$ cat src/hdl/vsa_pkg.sv
// vsa_pkg: shared constants for the voice slot allocator.
// Action, status and category codes, field widths and packing sizes.
// No dependencies.
package vsa_pkg;

    localparam int DEF_VOICE_SLOTS = 32;

    localparam int ACT_W    = 3;
    localparam int CAT_W    = 4;
    localparam int GAIN_W   = 16;
    localparam int HANDLE_W = 32;
    localparam int GEN_W    = 16;
    localparam int STAT_W   = 3;
    localparam int CNT_O_W  = 6;
    localparam int VOL_W    = 7;
    localparam int NUM_VOL  = 8;
    localparam int VIDX_W   = 3;

    // stream word sizes, padded to whole bytes
    localparam int IN_W  = 56;
    localparam int OUT_W = 48;

    localparam logic [ACT_W-1:0] ACT_REQUEST  = 3'd0;
    localparam logic [ACT_W-1:0] ACT_KILL     = 3'd1;
    localparam logic [ACT_W-1:0] ACT_VALIDATE = 3'd2;
    localparam logic [ACT_W-1:0] ACT_FINISHED = 3'd3;
    localparam logic [ACT_W-1:0] ACT_KILL_ALL = 3'd4;
    localparam logic [ACT_W-1:0] ACT_KILL_MUS = 3'd5;
    localparam logic [ACT_W-1:0] ACT_SUSPEND  = 3'd6;

    localparam logic [STAT_W-1:0] ST_OK        = 3'd0;
    localparam logic [STAT_W-1:0] ST_SUSPENDED = 3'd1;
    localparam logic [STAT_W-1:0] ST_MUTED     = 3'd2;
    localparam logic [STAT_W-1:0] ST_NO_SLOT   = 3'd3;
    localparam logic [STAT_W-1:0] ST_INVALID   = 3'd4;

    localparam logic [CAT_W-1:0] CAT_MASTER  = 4'd0;
    localparam logic [CAT_W-1:0] CAT_MUSIC   = 4'd1;
    localparam logic [CAT_W-1:0] CAT_AMBIENT = 4'd8;

    localparam logic [VOL_W-1:0] VOL_FULL  = 7'd100;
    // 10*v*g <= 256 holds exactly when v*g <= 25
    localparam logic [VOL_W+GAIN_W-1:0] MUTE_LIMIT = 23'd25;

endpackage

$ cat src/hdl/voice_slot_allocator_with_handles.sv
// voice_slot_allocator_with_handles: voice slot allocator with generation handles.
// Depends on vsa_pkg.
//
// Channel   | Direction | Signals                          | Word
// s (items) | in        | i_s_tvalid o_s_tready i_s_tdata  | action, category, gain, handle, flag
// m (result)| out       | o_m_tvalid i_m_tready o_m_tdata  | new_handle, status, valid, count, music
// cfg       | in        | i_cfg_valid o_cfg_ready          | i_cfg_index, i_cfg_data
//
// Input stage, then result register; one word per cycle while results are taken.
// The generation memory is read at accept, so the slot search runs on the busy bits that the
// word ahead leaves; a bypass covers a write to the same slot in that cycle.
// Reset clears busy bits, generation valid bits, suspend and sets volumes to 100; no sweep.
// A stalled result holds; the input stage waits and takes no word until it can advance.
module voice_slot_allocator_with_handles
    import vsa_pkg::*;
#(
    parameter int VOICE_SLOTS = DEF_VOICE_SLOTS
) (
    input  logic               i_clk,
    input  logic               i_rst_n,
    input  logic               i_s_tvalid,
    output logic               o_s_tready,
    // [2:0] action, [6:3] category, [22:7] gain, [54:23] handle, [55] suspend_flag
    input  logic [IN_W-1:0]    i_s_tdata,
    output logic               o_m_tvalid,
    input  logic               i_m_tready,
    // [31:0] new_handle, [34:32] status, [35] handle_valid, [41:36] active_count,
    // [42] music_playing, [47:43] zero
    output logic [OUT_W-1:0]   o_m_tdata,
    input  logic               i_cfg_valid,
    output logic               o_cfg_ready,
    input  logic [VIDX_W-1:0]  i_cfg_index,
    input  logic [VOL_W-1:0]   i_cfg_data
);

    localparam int SLOT_W = (VOICE_SLOTS > 1) ? $clog2(VOICE_SLOTS) : 1;
    localparam int CNT_W  = $clog2(VOICE_SLOTS + 1);

    typedef struct packed {
        logic              hit;
        logic [SLOT_W-1:0] idx;
    } t_pick;

    // lowest free slot that the category may use
    function automatic t_pick first_free(input logic [VOICE_SLOTS-1:0] busy,
                                         input logic [CAT_W-1:0] cat);
        t_pick p;
        logic  ok;
        p = '0;
        for (int i = VOICE_SLOTS - 1; i >= 0; i--) begin
            if (cat == CAT_MUSIC) begin
                ok = (i == 0);
            end else if (cat == CAT_AMBIENT) begin
                ok = 1'b1;
            end else begin
                ok = (i != 0);
            end
            if (ok && !busy[i]) begin
                p.hit = 1'b1;
                p.idx = SLOT_W'(i);
            end
        end
        return p;
    endfunction

    // configuration
    logic [VOL_W-1:0] r_vol [NUM_VOL];

    // slot state
    logic [VOICE_SLOTS-1:0] r_busy, n_busy;
    logic [CNT_W-1:0]     r_cnt, n_cnt;
    logic                 r_mus0, n_mus0;
    logic                 r_susp, n_susp;
    logic [VOICE_SLOTS-1:0] r_gvld;
    logic [GEN_W-1:0]     r_gen_mem [VOICE_SLOTS];

    // input stage
    logic                 r_v1;
    logic [ACT_W-1:0]     r_action;
    logic [CAT_W-1:0]     r_cat;
    logic [GAIN_W-1:0]    r_gain;
    logic [HANDLE_W-1:0]  r_handle;
    logic                 r_flag;
    t_pick                r_pick;
    logic [GEN_W-1:0]     r_mem_q;
    logic                 r_gvld_q;
    logic                 r_byp;
    logic [GEN_W-1:0]     r_byp_gen;

    // result register
    logic                 r_mv;
    logic [OUT_W-1:0]     r_mdata;

    logic                 s1_fire, accept;
    logic [ACT_W-1:0]     a_action;
    logic [CAT_W-1:0]     a_cat_raw, a_cat;
    logic [HANDLE_W-1:0]  a_handle;
    t_pick                a_pick;
    logic [SLOT_W-1:0]    rd_addr;

    logic                 mem_we, wr_en;
    logic [SLOT_W-1:0]    wr_addr;
    logic [GEN_W-1:0]     gen_cur, gen_new;

    logic [VOL_W-1:0]     vol;
    logic [VOL_W+GAIN_W-1:0] loud;
    logic                 muted;
    logic [SLOT_W-1:0]    hidx;
    logic                 h_range, h_live, music_on;

    logic [HANDLE_W-1:0]  res_handle;
    logic [STAT_W-1:0]    res_status;
    logic                 res_valid;

    assign o_cfg_ready = 1'b1;
    assign s1_fire     = r_v1 && (!r_mv || i_m_tready);
    assign o_s_tready  = !r_v1 || s1_fire;
    assign accept      = i_s_tvalid && o_s_tready;

    assign a_action  = i_s_tdata[2:0];
    assign a_cat_raw = i_s_tdata[6:3];
    assign a_handle  = i_s_tdata[54:23];
    assign a_cat     = (a_cat_raw > CAT_AMBIENT) ? CAT_MASTER : a_cat_raw;
    // search on the busy bits this word will see once the word ahead commits
    assign a_pick    = first_free(n_busy, a_cat);
    assign rd_addr   = (a_action == ACT_REQUEST) ? a_pick.idx : a_handle[SLOT_W-1:0];

    always_ff @(posedge i_clk) begin
        if (!i_rst_n) begin
            for (int i = 0; i < NUM_VOL; i++) begin
                r_vol[i] <= VOL_FULL;
            end
        end else if (i_cfg_valid) begin
            r_vol[i_cfg_index] <= i_cfg_data;
        end
    end

    // generation memory: one write, one registered read
    always_ff @(posedge i_clk) begin
        if (wr_en) begin
            r_gen_mem[wr_addr] <= gen_new;
        end
    end

    always_ff @(posedge i_clk) begin
        if (accept) begin
            r_mem_q <= r_gen_mem[rd_addr];
        end
    end

    always_ff @(posedge i_clk) begin
        if (!i_rst_n) begin
            r_gvld <= '0;
        end else if (wr_en) begin
            r_gvld[wr_addr] <= 1'b1;
        end
    end

    always_ff @(posedge i_clk) begin
        if (!i_rst_n) begin
            r_v1 <= 1'b0;
        end else if (accept) begin
            r_v1 <= 1'b1;
        end else if (s1_fire) begin
            r_v1 <= 1'b0;
        end
    end

    always_ff @(posedge i_clk) begin
        if (accept) begin
            r_action  <= a_action;
            r_cat     <= a_cat;
            r_gain    <= i_s_tdata[22:7];
            r_handle  <= a_handle;
            r_flag    <= i_s_tdata[55];
            r_pick    <= a_pick;
            r_gvld_q  <= r_gvld[rd_addr];
            r_byp     <= wr_en && (wr_addr == rd_addr);
            r_byp_gen <= gen_new;
        end
    end

    // untouched generation reads as zero
    assign gen_cur = r_byp ? r_byp_gen : (r_gvld_q ? r_mem_q : '0);
    assign gen_new = gen_cur + 16'd1;
    assign wr_addr = r_pick.idx;
    assign wr_en   = mem_we && s1_fire;

    always_comb begin
        if (r_cat == CAT_MASTER) begin
            vol = VOL_FULL;
        end else begin
            vol = r_vol[VIDX_W'(r_cat - 4'd1)];
        end
    end

    assign loud     = vol * r_gain;
    assign muted    = loud <= MUTE_LIMIT;
    assign hidx     = r_handle[SLOT_W-1:0];
    assign h_range  = r_handle[15:0] < 16'(VOICE_SLOTS);
    assign h_live   = (r_handle != '0) && h_range && r_busy[hidx]
                      && (gen_cur == r_handle[31:16]);
    assign music_on = r_busy[0] && r_mus0;

    always_comb begin
        n_busy     = r_busy;
        n_cnt      = r_cnt;
        n_mus0     = r_mus0;
        n_susp     = r_susp;
        mem_we     = 1'b0;
        res_handle = '0;
        res_status = ST_OK;
        res_valid  = 1'b0;
        if (r_v1) begin
            case (r_action)
                ACT_REQUEST: begin
                    if (r_susp) begin
                        res_status = ST_SUSPENDED;
                    end else if (muted) begin
                        res_status = ST_MUTED;
                    end else if (!r_pick.hit) begin
                        res_status = ST_NO_SLOT;
                    end else begin
                        n_busy[r_pick.idx] = 1'b1;
                        n_cnt              = CNT_W'(r_cnt + 1'b1);
                        if (r_pick.idx == '0) begin
                            n_mus0 = (r_cat == CAT_MUSIC);
                        end
                        mem_we     = 1'b1;
                        res_handle = {gen_new, 16'(r_pick.idx)};
                    end
                end
                ACT_KILL: begin
                    if (h_live) begin
                        n_busy[hidx] = 1'b0;
                        n_cnt        = CNT_W'(r_cnt - 1'b1);
                        res_valid    = 1'b1;
                    end else begin
                        res_status = ST_INVALID;
                    end
                end
                ACT_VALIDATE: begin
                    if (h_live) begin
                        res_valid = 1'b1;
                    end else begin
                        res_status = ST_INVALID;
                    end
                end
                ACT_FINISHED: begin
                    if (h_range) begin
                        n_busy[hidx] = 1'b0;
                        if (r_busy[hidx]) begin
                            n_cnt = CNT_W'(r_cnt - 1'b1);
                        end
                    end else begin
                        res_status = ST_INVALID;
                    end
                end
                ACT_KILL_ALL: begin
                    n_busy = '0;
                    n_cnt  = '0;
                end
                ACT_KILL_MUS: begin
                    if (music_on) begin
                        n_busy[0] = 1'b0;
                        n_cnt     = CNT_W'(r_cnt - 1'b1);
                    end
                end
                ACT_SUSPEND: begin
                    n_susp = r_flag;
                end
                default: begin
                end
            endcase
        end
    end

    // commit slot state only when the stage advances
    always_ff @(posedge i_clk) begin
        if (!i_rst_n) begin
            r_busy <= '0;
            r_cnt  <= '0;
            r_mus0 <= 1'b0;
            r_susp <= 1'b0;
        end else if (s1_fire) begin
            r_busy <= n_busy;
            r_cnt  <= n_cnt;
            r_mus0 <= n_mus0;
            r_susp <= n_susp;
        end
    end

    always_ff @(posedge i_clk) begin
        if (!i_rst_n) begin
            r_mv <= 1'b0;
        end else if (s1_fire) begin
            r_mv <= 1'b1;
        end else if (i_m_tready) begin
            r_mv <= 1'b0;
        end
    end

    always_ff @(posedge i_clk) begin
        if (s1_fire) begin
            r_mdata <= {5'd0, n_busy[0] && n_mus0, CNT_O_W'(n_cnt), res_valid,
                        res_status, res_handle};
        end
    end

    assign o_m_tvalid = r_mv;
    assign o_m_tdata  = r_mdata;

endmodule

$ cat config.mk
export PLATFORM = sky130hd
export DESIGN_NAME = voice_slot_allocator_with_handles
export DESIGN_NICKNAME = d
export VERILOG_FILES = /design/src/hdl/vsa_pkg.sv /design/src/hdl/voice_slot_allocator_with_handles.sv
export SDC_FILE = /design/constraint.sdc
export NUM_CORES = 1
export LEC_CHECK = 0
export BUFFER_PORTS_ARGS = -buffer_cell sky130_fd_sc_hd__buf_2
export CORE_ASPECT_RATIO = 1.5
export CORE_MARGIN = 10
export CORE_UTILIZATION = 57
export CTS_CLUSTER_SIZE = 30
export DETAILED_ROUTE_END_ITERATION = 16
export GPL_ROUTABILITY_DRIVEN = 0
export PLACE_DENSITY_LB_ADDON = 0.25
export SLEW_MARGIN = 20
export SYNTH_ARGS = -nofsm -noshare
export SYNTH_HDL_FRONTEND = slang
export SYNTH_SLANG_ARGS = --single-unit
$ cat constraint.sdc
create_clock -name i_clk -period 10.4 [get_ports i_clk]
set_input_delay 1.04 -clock i_clk [delete_from_list [all_inputs] [get_ports i_clk]]
set_output_delay 1.04 -clock i_clk [all_outputs]
set_load 0.02 [all_outputs]
* Word-level counts from Yosys, hierarchy flattened *
Memory sizes are Yosys's and may differ from the RTL's. A register that Yosys moved wholly into a read port is not among the register bits.
Index checks and enable logic that the tools add are counted.
Widths: inputs -> output; s select.

operators by class
  reductions and logical operators = 93
  $add $sub $neg = 4
  multiply operators = 1
  eq/ne operators = 11
  $lt $le $gt $ge = 8
  muxes and demuxes = 97
  bitwise gates (word level) = 7

operator list
  operator               count
  $mux 32                6
  $mux 5                 32
  $pmux 31 s4            1
  $or 32x32->32          2
  $mux 6                 9
  $logic_and 1x1->1      43
  $logic_not 1->1        34
  $and 32x32->32         1
  $mux 16                2
  $not 32->32            1
  $reduce_bool 32->1     1
  $mux 1                 31
  $reduce_or 31->1       1
  $pmux 6 s5             1
  $le 23x5->1 const B    1
  $mul 7x16->23          1
  $lt 5x6->1 const B     3
  $add 16x1->16 const B  1
  $eq 16x16->1           1
  $lt 16x6->1 const B    1
  $mux 7                 2
  $bmux 1 s5             2
  $demux 1 s5            2
  $ge 5x1->1 const B     2
  other kinds (27)       40

word-level totals
  memories kept = 2
  bits in writable memories = 568
  input bits = 71
  bits in registers = 197

memories
  name       depth  bits a word  read ports  clocked after memory_dff  wr ports  RTL line                                 source
  r_gen_mem  32     16           1           1                         1         voice_slot_allocator_with_handles.sv:75  logic [GEN_W-1:0] r_gen_mem [VOICE_SLOTS];
  r_vol      8      7            1           0                         8         voice_slot_allocator_with_handles.sv:67  logic [VOL_W-1:0] r_vol [NUM_VOL];

* Longest topological paths before layout *
  depth after elaboration = 47
  depth in mapped cells = 45
  mapped depth without buffers = 34

* Worst setup path before layout *
No wires, ideal clock.

  kind = register to register
  from = register r_cat[0]
  to = register r_mem_q[10], read port of r_gen_mem (data pin)
  clock period less this slack = 9.962 ns
  stages on the path, launching flop included = 38
  data arrival time = 9.702 ns
  data required time = 10.140 ns
  buffers on the path = 7
  path slack = 0.438 ns
  cells stage by stage = edfxtp_1 > clkbuf_1 > clkbuf_1 > inv_1 > ha_1 > clkbuf_1 > mux4_2 > a221oi_1 > a31oi_1 > clkbuf_1 > and2_1 > fa_1 > inv_1 > fa_1 > fa_1 > fa_1 > inv_1 > ha_1 > (+2 left out) > or3_1 > a221o_1 > or4_4 > a211oi_4 > a31oi_1 > buf_2 > a2111o_1 > and3b_1 > a311oi_1 > o221a_2 > o21a_1 > nand3_1 > or2_1 > clkbuf_1 > buf_2 > o22a_1 > nand3_1 > nor4_1

on the way
  word-level cells in the longest chain between the ends = 44
  elaborated cells on any way between the ends = 108
  those cells by class = add/sub (1); mul (1); order compare (1); mux (39); reduce/logical (65); memory (1)

ends and longest elaborated chain
  item                    RTL line                                  source
  from (decl)             voice_slot_allocator_with_handles.sv:80   logic [CAT_W-1:0] r_cat;
  from (signal assigned)  voice_slot_allocator_with_handles.sv:172  r_cat <= a_cat;
  $sub 3x1->3             voice_slot_allocator_with_handles.sv:193  vol = r_vol[VIDX_W'(r_cat - 4'd1)];
  $mem_v2 8x7             --
  $mux 7 (*)              voice_slot_allocator_with_handles.sv:190  if (r_cat == CAT_MASTER) begin
  $mul 7x16->23 (*)       voice_slot_allocator_with_handles.sv:197  assign loud = vol * r_gain;
  $le 23x5->1 (*)         voice_slot_allocator_with_handles.sv:198  assign muted = loud <= MUTE_LIMIT;
  $mux 32 (*)             voice_slot_allocator_with_handles.sv:219  end else if (muted) begin
  $mux 32 (*)             voice_slot_allocator_with_handles.sv:217  if (r_susp) begin
  $pmux 31 s4             voice_slot_allocator_with_handles.sv:215  case (r_action)
  $mux 32 (*)             voice_slot_allocator_with_handles.sv:214  if (r_v1) begin
  $logic_not 1->1         voice_slot_allocator_with_handles.sv:58   if (ok && !busy[i]) begin
  $logic_and 1x1->1       voice_slot_allocator_with_handles.sv:58
  $mux 6                  voice_slot_allocator_with_handles.sv:58
  $mux 5 (30 in series)   voice_slot_allocator_with_handles.sv:58
  $mux 5 (*)              voice_slot_allocator_with_handles.sv:58
  $mux 5 (*)              voice_slot_allocator_with_handles.sv:126  assign rd_addr = (a_action == ACT_REQUEST) ? a_pick.idx : a_handle[SLOT_W-1:0];
  to (decl)               voice_slot_allocator_with_handles.sv:85   logic [GEN_W-1:0] r_mem_q;

Mark *: on every way between the ends. The rest lies on a longest branch, timed or not.
A chain may end at the register's enable or synchronous reset.

* Final worst setup path *
  from = register r_cat[0]
  to = register r_mem_q[13], read port of r_gen_mem (data pin)

Same word-level chain as after synthesis.

==> key figures <==
Pwr
  • Peak supply drop: about 0.18 mV
  • Leakage power: 0.0156 uW
  • PD cells: 202 nW/um^2

Cells and area
  • Multi-input logic area: 15000 sq um
  • Number of fill cells: 4924
  • Cell area after layout: ~43000 sq um
  • Most frequent cells in the layout: edfxtp_1 (696), nor2_1 (399), nand2_1 (371), and2_1 (136), mux2i_1 (127)
  • Antenna cells: 0
  • Layout cells sized above 1: between 10% and 20%
  • Sequential Area: 22400 sq um
  • Layout area overhead: 12.8%
  • Nets: 3616
  • Commonest non-fill, non-tap cell in the layout: edfxtp_1

Synth
  • Cell taking the most area after synthesis: edfxtp_1
  • Mapped cell area: 38300 sq um
  • Syn Area/Cell: 11.6 sq um
  • Post-synth EDFFs: around 700
  • Synth top area cells: edfxtp_1 (55%), nor2_1 (3.9%), dfxtp_1 (3.9%)
  • Share of the synthesized area in the top cell type: about 55%
  • Post-Syn Instances: 3293
  • Sequential fraction of the synthesis area: 58.5%
  • Fraction of registers with async set/reset: 0%
  • Ys flop type: edfxtp_1
  • Netlist cell types: 98
  • Yosys reg bits: 770
  • Synth Warn #: 0

Routing
  • Vias: 28210
  • Drc violations: 0
  • Antenna-violating nets left: 0
  • Vias per cell: around 6.4
  • Wire per inst: 25.9 um
  • First-pass detailed-route iteration total: 6
  • Initial DRC count: 3454
  • DRT Wirelength: 113 mm

Min path
  • Hold wc startpoint: r_gvld[30]
  • Worst hold-check path type: register to register
  • Hold endpoint: r_gvld[30]
  • WHS Path Cells: 2

Setup path
  • Critical R2R Launch: r_cat[0]
  • Critical Path Source Type: register
  • Most frequent CP cell: buf_4
  • CP startpoint: r_cat[0]
  • RR Endpoint: r_mem_q[13]
  • CP peak stage delay: 0.57 ns
  • Reg2Reg Depth: 39
  • CP max FO: 13
  • WP data required: 10.85 ns
  • Setup slack on the worst flop-to-flop path: 0.17 ns
  • Critical path's slowest cell: fa_1
  • Crit-path leading delay family: compound AO/OA/AOI/OAI gates
  • Critical Path AT: 10.67 ns
  • Setup crit end kind: register
  • Buf/Inv on CP: 12
  • Kind of critical path: register to register

Flow run
  • Max_cap viols: 0

STA
  • Period utilisation layout: 98.3%
  • Max-Slew Margin vs Limit: between 20 and 30%
  • Max Slew Vio Count: 0
  • Clk_skew: between 0.03 and 0.04 ns
  • Hold Fails Final Rpt: 0
  • Fin crit period: 10.23 ns
  • Final setup violation count: 0
  • Slew of the pin with the lowest slew margin: 1.11 ns
  • FMAX: between 90 and 100 MHz
  • Final setup margin: 0.174 ns

Floorplan
  • Core Footprint: 66600 sq um
  • # rows: 116
  • Die Y-Extent: 337 um
  • Die width: around 230 um
  • Die area: 78100 sq um
  • Top Ports: 122
  • Initial Util: 57.4%

CTS
  • Clk root buf: clkbuf_16
  • Clock sink count: 770
  • CTS tree: yes
  • # hold bufs at CTS: 0
  • Worst-Skew Late Latency: 0.65 ns
  • H-Tree Depth: 3
  • Worst-path clk slew: 0.07 ns
  • Number of buffers created by CTS: 71
  • CTS Buffer Depth: 3

Placed design
  • # port buffers: ~100
  • DP Area: 40200 sq um
  • Dpl hpwl: 78.5 mm
  • Post-Place Setup Slack: -0.395 ns

Global route
  • First-pass GRT wire length: 169 mm
  • Number of global-route vias before repair: 27982
  • GR Util All Layers: 28.6%
  • Largest net degree at the start of global routing: 70
  • Grt ovf: 0
  • Initial antenna violation count: 1

Outcome
  • Run status: finished, final reports clean
sequential cells by signal, indices dropped and copies added, names as in the netlist, 3 cells and up:
signal,count
r_gen_mem,512
r_vol,56
o_m_tdata,32
r_busy,32
r_gvld,32
r_handle,32
r_byp_gen,16
r_gain,16
r_mem_q,16
r_cnt,6
wr_addr,5
r_cat,4
r_action,3
final cells by class:
| type | count | area share (%) |
|---|---|---|
| inverters | 83 | 0.722 |
| well taps | 885 | 2.57 |
| clock buffers | 103 | 4.71 |
| flip-flops and latches | 770 | 51.9 |
| multi-input cells | 2257 | 34.8 |
| clock inverters | 29 | 0.928 |
| repair buffers | 247 | 4.40 |
worst max-delay path by stage:
stage | cells past startpoint | endpoint | slack, ns
4_1_cts | 38 | r_mem_q[8] | 0.09
3_5_place_dp | 37 | r_mem_q[8] | -0.39
3_3_place_gp | 37 | r_mem_q[8] | -0.28
5_1_grt | 39 | r_mem_q[3] | -0.04
6_report | 39 | r_mem_q[13] | 0.17
2_1_floorplan | 37 | r_mem_q[10] | 0.44
routing by layer:
metal / GRT usage (%) / share of wire, %
met3: 5.47 / 7.9
met5: 0 / 0.0097
met4: 21.5 / 8.5
met1: 30.4 / 33
met2: 49.7 / 50
cells by family after synthesis:
| family | count (synthesis) | synth area share (%) |
|---|---|---|
| and+or+nand+nor | 1328 | 16.6 |
| DFF | 770 | 58.5 |
| AOI/OAI and AO/OA | 569 | 10.0 |
| buffers and inverters | 281 | 3.45 |
| muxes | 165 | 4.85 |
| adders and majority gates | 115 | 5.12 |
| xor gates and xnor gates | 63 | 1.44 |
| other | 2 | 0.0196 |
power by group:
part,leakage (uW),internal [uW],switching [uW]
Combinational,0.00741,915,1510
Clock,0.00117,1540,1180
Sequential,0.00701,3490,70.7
repair_timing:
action,in CTS,in global routing
buffers inserted,0,12
pin swaps,1,7
setup endpoints to repair,13,17
gates cloned,1,1
resized for setup,8,34
Yosys cell counts (15+ instances only):
library cell / count
edfxtp_1: 696
nor2_1: 400
nand2_1: 373
and2_1: 137
mux2i_1: 128
nand3_1: 118
clkbuf_1: 103
a21oi_1: 99
o21ai_0: 83
inv_1: 82
dfxtp_1: 74
fa_1: 69
o22ai_1: 59
a31oi_1: 49
ha_1: 46
a211oi_1: 44
or3_1: 39
nor4_1: 37
buf_4: 35
o21ai_1: 35
buf_2: 34
nor2b_1: 33
and3_1: 32
nor3_1: 32
xnor2_1: 32
xor2_1: 31
nand2b_1: 28
mux2_2: 19
nand3b_1: 18
nand4_1: 18
o22a_1: 18
a22o_1: 15
a22oi_1: 15
stage by stage:
step                      hold WS (ns)  TNS [ns]  std cells  utilization [%]  power (uW)
final                            0.472         0       4374             64.8        8710
after global placement           0.443    -0.366       4221             60.3        5860
after global routing             0.493    -0.219       4374             64.8        9070
after detailed placement         0.458     -1.04       4222             60.3        5920
after CTS                        0.472         0       4355             64.1        8640
after floorplan                  0.432         0       3308                -        5240
tightest hold or removal path, stage by stage, from the launching register on:
cell,delay [ns]
dfxtp_1,0.32
nor2_1,0.05
nor2_1,0.07
Note: power is estimated with default switching activity, not from simulation.
